$ cat config.mk
export PLATFORM = sky130hd
export DESIGN_NAME = variable_record_ring_fifo
export DESIGN_NICKNAME = d
export VERILOG_FILES = /design/src/hw/rtl/vrrf_pkg.sv /design/src/hw/rtl/variable_record_ring_fifo.sv
export VERILOG_INCLUDE_DIRS = /design/src /design/src/hw/rtl
export SDC_FILE = /design/constraint.sdc
export NUM_CORES = 1
export LEC_CHECK = 0
export BUFFER_PORTS_ARGS = -buffer_cell sky130_fd_sc_hd__buf_2
export CAP_MARGIN = 20
export CELL_PAD_IN_SITES_DETAIL_PLACEMENT = 0
export CELL_PAD_IN_SITES_GLOBAL_PLACEMENT = 1
export CORE_UTILIZATION = 35
export CTS_CLUSTER_DIAMETER = 100
export DETAILED_ROUTE_END_ITERATION = 10
export HOLD_SLACK_MARGIN = 0.03
export PLACE_DENSITY_LB_ADDON = 0.25
export SYNTH_ARGS = -nofsm -noshare
export SYNTH_HDL_FRONTEND = slang
export SYNTH_SLANG_ARGS = --single-unit
export TNS_END_PERCENT = 5
$ cat constraint.sdc
create_clock -name clk -period 5.3 [get_ports clk]
set_clock_uncertainty 0.15 [all_clocks]
set_input_delay 0.795 -clock clk [delete_from_list [all_inputs] [get_ports clk]]
set_output_delay 0.795 -clock clk [all_outputs]
set_load 0.01 [all_outputs]
$ cat src/hw/rtl/assert_macros.svh
// ----------------------------------------------------------------------------
// Assertion macros
// Clocked property checks used by variable_record_ring_fifo; reset masks each check.
// ----------------------------------------------------------------------------
`ifndef ASSERT_MACROS_SVH
`define ASSERT_MACROS_SVH

// Check that a property holds at every rising edge out of reset.
`define VRRF_ASSERT(lbl, prop, msg) \
    lbl: assert property (@(posedge clk) disable iff (!rst_n) prop) \
        else $error(msg);

// Check that a condition never holds at a rising edge out of reset.
`define VRRF_ASSERT_NEVER(lbl, expr, msg) \
    lbl: assert property (@(posedge clk) disable iff (!rst_n) !(expr)) \
        else $error(msg);

`endif

$ cat src/hw/rtl/vrrf_pkg.sv
// ----------------------------------------------------------------------------
// vrrf_pkg
// Sizes, codes and types of the variable record ring FIFO.
// ----------------------------------------------------------------------------
package vrrf_pkg;

    localparam int RECORD_SLOTS = 16;
    localparam int BYTE_DEPTH   = 64;
    localparam int RECORD_MAX   = 64;

    localparam int ACT_W  = 2;
    localparam int STAT_W = 2;
    localparam int TYPE_W = 16;
    localparam int LEN_W  = 7;
    localparam int BYTE_W = 8;

    localparam int SLOT_W  = $clog2(RECORD_SLOTS);
    localparam int USED_W  = $clog2(RECORD_SLOTS + 1);
    localparam int BYTE_AW = $clog2(BYTE_DEPTH);
    localparam int FREE_W  = $clog2(BYTE_DEPTH + 1);
    localparam int CMP_W   = (FREE_W > LEN_W) ? FREE_W : LEN_W;

    localparam int IN_BITS     = ACT_W + TYPE_W + LEN_W + BYTE_W;
    localparam int IN_TDATA_W  = ((IN_BITS + 7) / 8) * 8;
    localparam int OUT_BITS    = STAT_W + TYPE_W + LEN_W + BYTE_W;
    localparam int OUT_TDATA_W = ((OUT_BITS + 7) / 8) * 8;

    typedef enum logic [ACT_W-1:0] {
        ACT_BEGIN = 2'd0,
        ACT_DATA  = 2'd1,
        ACT_POP   = 2'd2
    } action_t;

    typedef enum logic [STAT_W-1:0] {
        STAT_OK      = 2'd0,
        STAT_NO_ROOM = 2'd1,
        STAT_EMPTY   = 2'd2,
        STAT_SEQ     = 2'd3
    } status_t;

    typedef enum logic [1:0] {
        ST_IDLE,
        ST_DESC,
        ST_BYTES
    } state_t;

    typedef struct packed {
        logic [TYPE_W-1:0] rtype;
        logic [LEN_W-1:0]  rlen;
    } desc_t;

    typedef struct packed {
        status_t           status;
        logic [TYPE_W-1:0] rtype;
        logic [LEN_W-1:0]  rlen;
        logic [BYTE_W-1:0] dbyte;
        logic              has_data;
        logic              last;
    } out_item_t;

    function automatic logic [SLOT_W-1:0] next_slot(input logic [SLOT_W-1:0] idx);
        return (idx == SLOT_W'(RECORD_SLOTS - 1)) ? '0 : idx + SLOT_W'(1);
    endfunction

    function automatic logic [BYTE_AW-1:0] next_byte(input logic [BYTE_AW-1:0] idx);
        return (idx == BYTE_AW'(BYTE_DEPTH - 1)) ? '0 : idx + BYTE_AW'(1);
    endfunction

endpackage

$ cat src/hw/rtl/variable_record_ring_fifo.sv
// ----------------------------------------------------------------------------
// variable_record_ring_fifo
// FIFO of variable-length records: descriptor ring plus wrapping byte ring.
// ----------------------------------------------------------------------------
//  channel | ports                      | carries
//  --------+----------------------------+-------------------------------------
//  s_*     | tvalid tready tdata        | action, record type, length, byte
//  m_*     | tvalid tready tdata tuser  | status, type, length, byte, has_data
//          | tlast                      | last result of the transaction
//
//  Each push transaction and an empty pop give their result through the output
//  register. After its accepting cycle a pop of an N-byte record holds input
//  off through a descriptor-read state and then a byte state until every byte
//  is out; a zero-length record gives its result from the descriptor state.
//  A stalled output holds its result, the current byte and the input.
//  Reset clears pointers, counts and the open push; memories need no clearing.
// ----------------------------------------------------------------------------
`include "assert_macros.svh"

module variable_record_ring_fifo
    import vrrf_pkg::*;
(
    input  logic                   clk,
    input  logic                   rst_n,
    input  logic                   s_tvalid,
    output logic                   s_tready,
    // action, record_type, record_length, data_byte
    input  logic [IN_TDATA_W-1:0]  s_tdata,
    output logic                   m_tvalid,
    input  logic                   m_tready,
    // status, record_type_res, record_length_res, data_byte_res
    output logic [OUT_TDATA_W-1:0] m_tdata,
    // has_data
    output logic                   m_tuser,
    output logic                   m_tlast
);

    state_t              state_reg, state_next;
    logic [SLOT_W-1:0]   slot_head_reg, slot_head_next;
    logic [SLOT_W-1:0]   slot_tail_reg, slot_tail_next;
    logic [USED_W-1:0]   slots_used_reg, slots_used_next;
    logic [BYTE_AW-1:0]  byte_head_reg, byte_head_next;
    logic [BYTE_AW-1:0]  byte_tail_reg, byte_tail_next;
    logic [FREE_W-1:0]   bytes_free_reg, bytes_free_next;
    logic [LEN_W-1:0]    push_remaining_reg, push_remaining_next;
    logic                push_open_reg, push_open_next;
    logic [LEN_W-1:0]    count_reg, count_next;
    out_item_t           out_reg, out_next;
    logic                out_valid_reg, out_valid_next;

    desc_t               desc_mem [RECORD_SLOTS];
    logic [BYTE_W-1:0]   byte_mem [BYTE_DEPTH];
    desc_t               desc_q_reg;
    logic [BYTE_W-1:0]   byte_q_reg;
    logic                desc_we;
    logic                byte_we;

    logic [ACT_W-1:0]    in_action;
    logic [TYPE_W-1:0]   in_type;
    logic [LEN_W-1:0]    in_len;
    logic [BYTE_W-1:0]   in_byte;
    logic                out_free;
    logic                in_fire;

    assign in_action = s_tdata[1:0];
    assign in_type   = s_tdata[17:2];
    assign in_len    = s_tdata[24:18];
    assign in_byte   = s_tdata[32:25];

    assign out_free = !out_valid_reg || m_tready;
    assign s_tready = (state_reg == ST_IDLE) && out_free;
    assign in_fire  = s_tvalid && s_tready;

    assign m_tvalid = out_valid_reg;
    assign m_tdata  = {{(OUT_TDATA_W - OUT_BITS){1'b0}}, out_reg.dbyte, out_reg.rlen,
                       out_reg.rtype, out_reg.status};
    assign m_tuser  = out_reg.has_data;
    assign m_tlast  = out_reg.last;

    always_comb
    begin
        state_next = state_reg;
        unique case (state_reg)
            ST_IDLE:
            begin
                if (in_fire && (in_action == ACT_POP) && (slots_used_reg != '0))
                begin
                    state_next = ST_DESC;
                end
            end
            ST_DESC:
            begin
                if (desc_q_reg.rlen != '0)
                begin
                    state_next = ST_BYTES;
                end
                else if (out_free)
                begin
                    state_next = ST_IDLE;
                end
            end
            ST_BYTES:
            begin
                if (out_free && (count_reg == LEN_W'(1)))
                begin
                    state_next = ST_IDLE;
                end
            end
            default:
            begin
                state_next = ST_IDLE;
            end
        endcase
    end

    always_comb
    begin
        slot_head_next      = slot_head_reg;
        slot_tail_next      = slot_tail_reg;
        slots_used_next     = slots_used_reg;
        byte_head_next      = byte_head_reg;
        byte_tail_next      = byte_tail_reg;
        bytes_free_next     = bytes_free_reg;
        push_remaining_next = push_remaining_reg;
        push_open_next      = push_open_reg;
        count_next          = count_reg;
        out_next            = out_reg;
        out_valid_next      = out_valid_reg && !m_tready;
        desc_we             = 1'b0;
        byte_we             = 1'b0;

        unique case (state_reg)
            ST_IDLE:
            begin
                if (in_fire)
                begin
                    out_valid_next = 1'b1;
                    out_next       = '{status: STAT_OK, rtype: '0, rlen: '0, dbyte: '0,
                                       has_data: 1'b0, last: 1'b1};
                    unique case (in_action)
                        ACT_BEGIN:
                        begin
                            if (push_open_reg)
                            begin
                                out_next.status = STAT_SEQ;
                            end
                            else if ((slots_used_reg == USED_W'(RECORD_SLOTS)) ||
                                     (CMP_W'(in_len) > CMP_W'(bytes_free_reg)) ||
                                     (in_len > LEN_W'(RECORD_MAX)))
                            begin
                                out_next.status = STAT_NO_ROOM;
                            end
                            else
                            begin
                                desc_we         = 1'b1;
                                bytes_free_next = bytes_free_reg - FREE_W'(in_len);
                                if (in_len == '0)
                                begin
                                    slot_tail_next  = next_slot(slot_tail_reg);
                                    slots_used_next = slots_used_reg + USED_W'(1);
                                end
                                else
                                begin
                                    push_open_next      = 1'b1;
                                    push_remaining_next = in_len;
                                end
                            end
                        end
                        ACT_DATA:
                        begin
                            if (!push_open_reg)
                            begin
                                out_next.status = STAT_SEQ;
                            end
                            else
                            begin
                                byte_we             = 1'b1;
                                byte_tail_next      = next_byte(byte_tail_reg);
                                push_remaining_next = push_remaining_reg - LEN_W'(1);
                                if (push_remaining_reg == LEN_W'(1))
                                begin
                                    push_open_next  = 1'b0;
                                    slot_tail_next  = next_slot(slot_tail_reg);
                                    slots_used_next = slots_used_reg + USED_W'(1);
                                end
                            end
                        end
                        ACT_POP:
                        begin
                            if (slots_used_reg == '0)
                            begin
                                out_next.status = STAT_EMPTY;
                            end
                            else
                            begin
                                out_valid_next = out_valid_reg && !m_tready;
                            end
                        end
                        default:
                        begin
                            out_next.status = STAT_SEQ;
                        end
                    endcase
                end
            end
            ST_DESC:
            begin
                if (desc_q_reg.rlen != '0)
                begin
                    count_next = desc_q_reg.rlen;
                end
                else if (out_free)
                begin
                    out_valid_next  = 1'b1;
                    out_next        = '{status: STAT_OK, rtype: desc_q_reg.rtype, rlen: '0,
                                        dbyte: '0, has_data: 1'b0, last: 1'b1};
                    slot_head_next  = next_slot(slot_head_reg);
                    slots_used_next = slots_used_reg - USED_W'(1);
                end
            end
            ST_BYTES:
            begin
                if (out_free)
                begin
                    out_valid_next = 1'b1;
                    out_next       = '{status: STAT_OK, rtype: desc_q_reg.rtype,
                                       rlen: desc_q_reg.rlen, dbyte: byte_q_reg,
                                       has_data: 1'b1, last: (count_reg == LEN_W'(1))};
                    byte_head_next = next_byte(byte_head_reg);
                    count_next     = count_reg - LEN_W'(1);
                    if (count_reg == LEN_W'(1))
                    begin
                        slot_head_next  = next_slot(slot_head_reg);
                        slots_used_next = slots_used_reg - USED_W'(1);
                        bytes_free_next = bytes_free_reg + FREE_W'(desc_q_reg.rlen);
                    end
                end
            end
            default:
            begin
                out_valid_next = out_valid_reg && !m_tready;
            end
        endcase
    end

    always_ff @(posedge clk or negedge rst_n)
    begin
        if (!rst_n)
        begin
            state_reg          <= ST_IDLE;
            slot_head_reg      <= '0;
            slot_tail_reg      <= '0;
            slots_used_reg     <= '0;
            byte_head_reg      <= '0;
            byte_tail_reg      <= '0;
            bytes_free_reg     <= FREE_W'(BYTE_DEPTH);
            push_remaining_reg <= '0;
            push_open_reg      <= 1'b0;
            count_reg          <= '0;
            out_valid_reg      <= 1'b0;
        end
        else
        begin
            state_reg          <= state_next;
            slot_head_reg      <= slot_head_next;
            slot_tail_reg      <= slot_tail_next;
            slots_used_reg     <= slots_used_next;
            byte_head_reg      <= byte_head_next;
            byte_tail_reg      <= byte_tail_next;
            bytes_free_reg     <= bytes_free_next;
            push_remaining_reg <= push_remaining_next;
            push_open_reg      <= push_open_next;
            count_reg          <= count_next;
            out_valid_reg      <= out_valid_next;
        end
    end

    always_ff @(posedge clk)
    begin
        out_reg <= out_next;
    end

    // Read ahead at the next head so the read data is current when a pop starts
    always_ff @(posedge clk)
    begin
        if (desc_we)
        begin
            desc_mem[slot_tail_reg] <= '{rtype: in_type, rlen: in_len};
        end
        desc_q_reg <= desc_mem[slot_head_next];
    end

    always_ff @(posedge clk)
    begin
        if (byte_we)
        begin
            byte_mem[byte_tail_reg] <= in_byte;
        end
        byte_q_reg <= byte_mem[byte_head_next];
    end

    `VRRF_ASSERT(a_used_bound, slots_used_reg <= USED_W'(RECORD_SLOTS), "slot count overflow")
    `VRRF_ASSERT(a_free_bound, bytes_free_reg <= FREE_W'(BYTE_DEPTH), "free byte overflow")
    `VRRF_ASSERT(a_open_due, push_open_reg |-> push_remaining_reg != '0, "no bytes due")
    `VRRF_ASSERT_NEVER(a_pop_empty, state_reg != ST_IDLE && slots_used_reg == '0, "empty pop")
    `VRRF_ASSERT(a_byte_count, state_reg == ST_BYTES |-> count_reg != '0, "zero byte count")

endmodule

==> results of run 1 <==
==> logic make-up after synthesis <==
group           synth area share (%)
flops                           72.6
simple gates                    8.96
compound gates                  10.3
buf+inv                         2.27
mux                             4.35
fa+ha+maj                       1.11
xor+xnor                       0.390
other cells                  0.00928
==> layout make-up <==
type | count | area, sq um | area share (%)
inverter | 42 | 158 | 0.340
clock inverter | 59 | 576 | 1.24
clock buffer | 139 | 2860 | 6.17
tap | 1512 | 1890 | 4.08
sequential | 996 | 29400 | 63.4
multi-input combinational | 1624 | 10300 | 22.1
timing repair buffer | 173 | 1220 | 2.64
antenna | 1 | 2.50 | 0.00540
==> through the flow <==
step	instance area, sq um	setup slack, ps	instances
floorplan	40400	420	2842
global placement	42900	982	4346
detailed placement	42900	960	4346
CTS	46300	1100	4544
global route	46300	907	4546
finish	46300	1140	4546
==> per-layer routing <==
layer	track usage [%]	part of all wire [%]	routed length [um]	vias to the layer above
met5	0	0.057	63	-
met3	2.77	5.9	6470	183
li1	-	-	-	11200
met4	5.72	2.6	2880	10
met2	30.0	46	51300	844
met1	26.5	45	49700	12700
==> synth_stat cells, drive strengths merged, types with 71 or more instances <==
library cell	instances
buf	71
a222oi	85
nor2	110
clkbuf	109
nand3	118
mux2	141
edfxtp	915
a21oi	177
o21ai	136
nand2	384
==> power breakdown <==
| part | leakage, nW | switching (mW) | total (mW) | internal (mW) |
|---|---|---|---|---|
| clock network | 1.65 | 3.08 | 7.23 | 4.15 |
| logic | 4.50 | 3.76 | 5.82 | 2.06 |
| registers | 9.12 | 0.271 | 9.26 | 8.98 |
| total | 15.3 | 7.10 | 22.3 | 15.2 |
==> path summary, 6_finish.rpt <==
kind                                                 end                startpoint  slack (ps)  depth (start not counted)
hold / removal             bytes_free_reg[1]$_DFFE_PN0P_                     rst_n         140                          2
hold reg to reg                     m_tdata[2]$_DFFE_PP_     desc_q_reg[7]$_DFF_P_         370                          1
max in group asynchronous     byte_head_reg[1]$_DFF_PN0_                     rst_n        4240                          2
setup reg to reg                  desc_q_reg[13]$_DFF_P_  state_reg[0]$_DFFE_PN0P_        1140                         13
min in group clk               desc_mem[4][16]$_DFFE_PP_               s_tdata[11]         310                          1
setup / recovery                  desc_q_reg[13]$_DFF_P_  state_reg[0]$_DFFE_PN0P_        1140                         13
==> layout by cell type (no fill, tap or decap), drive strengths merged, types with 23 or more instances in the layout <==
cell	synthesis	final
dfrtp	49	49
inv	40	42
nor2	110	110
and2	49	49
mux2	141	141
edfxtp	915	915
nor2b	23	23
a222oi	85	85
nand2	384	384
a21oi	177	177
a221oi	36	36
clkinv	2	43
buf	71	173
o21ai	136	136
nand3	118	118
ha	31	31
clkbuf	109	139
o22ai	49	49
nor3	34	34
dfxtp	31	31
nor4	35	35
==> worst register-to-register path: cells and delay by family, from the launching register on <==
family | cells | cell delay [ps]
simple gates | 4 | 1480
buf+inv | 4 | 1050
flops | 1 | 410
compound gates | 4 | 760
fa+ha+maj | 1 | 180
==> metrics.txt, run 1 <==
CTS sink count 996; Final Core Density 40.5%; via count 24900; PD cells 482 nW/um^2; max reg flops 512; CP top delay family simple AND/OR/NAND/NOR gates; Tcrit/Tclk final 78.5%; LEAKAGE 15.3 nW; Final Hold Vio Count 0; DR vias/cell 5.48; Post-CTS Hold Fix Bufs 0; final setup vio count 0; final HPWL from detailed placement 65700 um; CTS buffer count 105; Least-Margin Pin Slew 1110 ps; Yosys reg bits 996; status finished clean; CTS resizes 0; Max stage delay on crit path 550 ps; global-route wire length before repair 164000 um; RSZ-0062 raised after global routing no; cells along the critical path inv_1, ha_2, buf_4, nand2_1, or3_1, a2111oi_4, a21oi_4, inv_2, or3_1, buf_4, a21oi_1, nor4_1, o21ai_1; drt drc 0; Top reg by flops byte_mem; CP bufs+invs 4; Clock Latency Late Sink 700 ps; nets 3020; Max Fclk 0.240 GHz; Seq/Total Area, Yosys 72.6%; Max FO, Critical Path 50; Max Root-Sink Buffers 3; top_reg_cell synth edfxtp_1; Slew Limit Fails 0; drt pass-1 iters 9; # H-tree levels 3; area delta synth->final 14.6%; all-layer global routing usage 18.8%; number of port buffers 73; chip height 342 um; total grt overflow 0; Root Driver clkbuf_16; Layout fillers 10400; share of layout cells above drive strength 1 17.2%; Min Hold Slack 144 ps; critical setup path kind flop to flop; MaxCap Viol Count 0; Final Critical Period 4160 ps; final wirelength 110000 um; Startpoint Class flop; EDFF count, synth 915; Rel. slew slack 26.3%; Pwr Total 22.3 mW; Syn. warnings 0; Arrival @ worst endpoint 4550 ps; post-synth top area cell edfxtp_1; syn avg cell area 14.3 sq um; Die Area 117000 sq um; std cell rows 124; largest net degree at the start of global routing 96; setup TNS 0 ps; clk slew on worst S/H paths 60 ps; Post-DRT Antenna Nets 0; Post-CTS Setup Inserts 0; Core Area 114000 sq um; Synth async-reset ratio 5.02%; Critical-path top delay cell or3_1; Synth Cell Area 40400 sq um; Critical Path RT 5690 ps; Hold Path Class input pin to async pin; Cell variety after synth 73; CTS tree built; Setup crit end kind flop; initial DRC count 2681; initial cell density of the core 35.4%; RePlAce Congestion 0.798; Area contributors post-synth edfxtp_1 68%, mux2_2 3.9%, nand2_1 3.6%; Die Span X 342 um; num ports 88; Cells after Synth 2836; initial antenna violation count 9; Synth top area share 68.0%; WL/cell 24.3 um; vias in the first global route 25000; Max VDD drop 0.299 mV
(Power assumes the default switching activity.)
==> run 2: changes to the inputs <==
==> constraint.sdc (replaced) <==
create_clock -name clk -period 3.5 [get_ports clk]
set_clock_uncertainty 0.15 [all_clocks]
set_input_delay 0.525 -clock clk [delete_from_list [all_inputs] [get_ports clk]]
set_output_delay 0.525 -clock clk [all_outputs]
set_load 0.01 [all_outputs]
==> metrics.txt, run 2 (same netlist as run 1, synthesis figures left out) <==
status finished clean; CTS sink count 996; final wirelength 111000 um; Max VDD drop 0.421 mV; # H-tree levels 3; dpl cells 4524; total grt overflow 0; vias in the first global route 26100; Int Power 24.3 mW; sw frac 31.0%; initial DRC count 2242; number of port buffers 73; final setup vio count 0; Slew Limit Fails 0; largest net degree at the start of global routing 81; Tcrit/Tclk final 96.6%; Core Area 114000 sq um; Max FO, Critical Path 9; Startpoint Class flop; Final Core Density 42.5%; Die Area 117000 sq um; num ports 88; clock network power share 33.1%; Post-DRT Antenna Nets 0; Final Hold Vio Count 0; Die Span X 342 um; multi-input logic area 10400 sq um; Root Driver clkbuf_16; CTS buffer count 107; Critical Path RT 3900 ps; via count 25400; Final Critical Period 3380 ps; Top reg by flops byte_mem; RePlAce Congestion 0.804; Max Fclk 0.296 GHz; sequential cell area 29400 sq um; Layout fillers 10300; drt drc 0; Rel. slew slack 25.4%; initial cell density of the core 35.4%; WL/cell 23.5 um; Min Hold Slack 68.6 ps; all-layer global routing usage 19.0%; LEAKAGE 16.5 nW; fin worst setup slack 121 ps; non-filler instance count after layout 4736; std cell rows 124; share of layout cells above drive strength 1 22.6%; CTS tree built; Clock Latency Late Sink 720 ps; chip height 342 um; sequential share of power 39.7%; logic gate share of total power 27.2%; PD cells 724 nW/um^2; most frequent cells in the layout 915 x edfxtp_1, 382 x nand2_1, 236 x buf_4; Sw Pwr 10.9 mW; clk slew on worst S/H paths 60 ps; final HPWL from detailed placement 71200 um; setup TNS 0 ps; Arrival @ worst endpoint 3780 ps; Setup crit end kind flop; critical setup path kind flop to flop; Max Root-Sink Buffers 3; max reg flops 512; drt pass-1 iters 9; initial antenna violation count 6; Least-Margin Pin Slew 1110 ps; global-route wire length before repair 166000 um; DR vias/cell 5.36; Hold Path Class input pin to flop; area delta synth->final 20.2%; pre-CTS setup slack -214 ps; MaxCap Viol Count 0; nets 3212; most common cell after layout, fill and taps aside edfxtp_1
[run 2: cell type report]
| type | instances | share of cell area [%] |
|---|---|---|
| antenna | 2 | 0.0103 |
| multi-input combinational | 1624 | 21.4 |
| clock buffer | 143 | 6.25 |
| sequential | 996 | 60.4 |
| tap | 1512 | 3.89 |
| inverter | 42 | 0.325 |
| clock inverter | 54 | 1.36 |
| timing repair buffer | 363 | 6.39 |
[run 2: path summary, 6_finish.rpt]
path	startpoint	to	slack [ps]	cells past startpoint
hold reg to reg	desc_q_reg[20]$_DFF_P_	m_tdata[15]$_DFFE_PP_	350	1
setup reg to reg	desc_q_reg[2]$_DFF_P_	desc_q_reg[20]$_DFF_P_	120	10
max in group asynchronous	rst_n	bytes_free_reg[6]$_DFFE_PN1P_	2420	3
min in group asynchronous	rst_n	slot_tail_reg[3]$_DFFE_PN0P_	170	2
setup / recovery	desc_q_reg[2]$_DFF_P_	desc_q_reg[20]$_DFF_P_	120	10
hold / removal	s_tdata[6]	desc_mem[4][11]$_DFFE_PP_	70	1
[run 2: repair_timing]
item,4_1_cts,5_1_grt
setup buffers,0,0
hold buffers,10,0
setup endpoints to repair,3,84
cloned,0,1
endpoints found under the hold margin,138,0
gates resized for setup,4,20
pin swaps,1,2
[run 2: power groups by stage]
| stage | Combinational, mW | Sequential [mW] | Clock (mW) |
|---|---|---|---|
| 2_1_floorplan | 5.38 | 14.2 | 0 |
| 3_3_place_gp | 9.43 | 14.2 | 0 |
| 3_5_place_dp | 9.58 | 14.2 | 0 |
| 4_1_cts | 9.64 | 14.0 | 11.9 |
| 5_1_grt | 10.3 | 14.0 | 12.3 |
| 6_report | 9.56 | 14.0 | 11.6 |
[run 2: stage by stage]
stage / area [sq um] / total power [mW]
final: 48600 / 35.2
after global routing: 48600 / 36.7
after CTS: 48400 / 35.5
after detailed placement: 44600 / 23.8
after global placement: 44600 / 23.6
after floorplan: 40500 / 19.6
[run 2: per-layer routing]
metal | global-route usage [%] | vias to the layer above | part of all wire [%]
met1 | 26.5 | 12900 | 45
met5 | 0 | - | 0.032
met3 | 2.61 | 195 | 5.1
li1 | - | 11500 | -
met2 | 30.5 | 719 | 47
met4 | 6.09 | 6 | 2.8
[run 2: critical path: stages, from the launching register on]
cell	delay [ps]
dfxtp_1	320
or4_1	600
or3_4	460
a2111oi_4	410
a21oi_4	120
inv_2	130
or3_1	190
buf_4	220
a21oi_1	100
nor4_4	360
o21ai_1	150
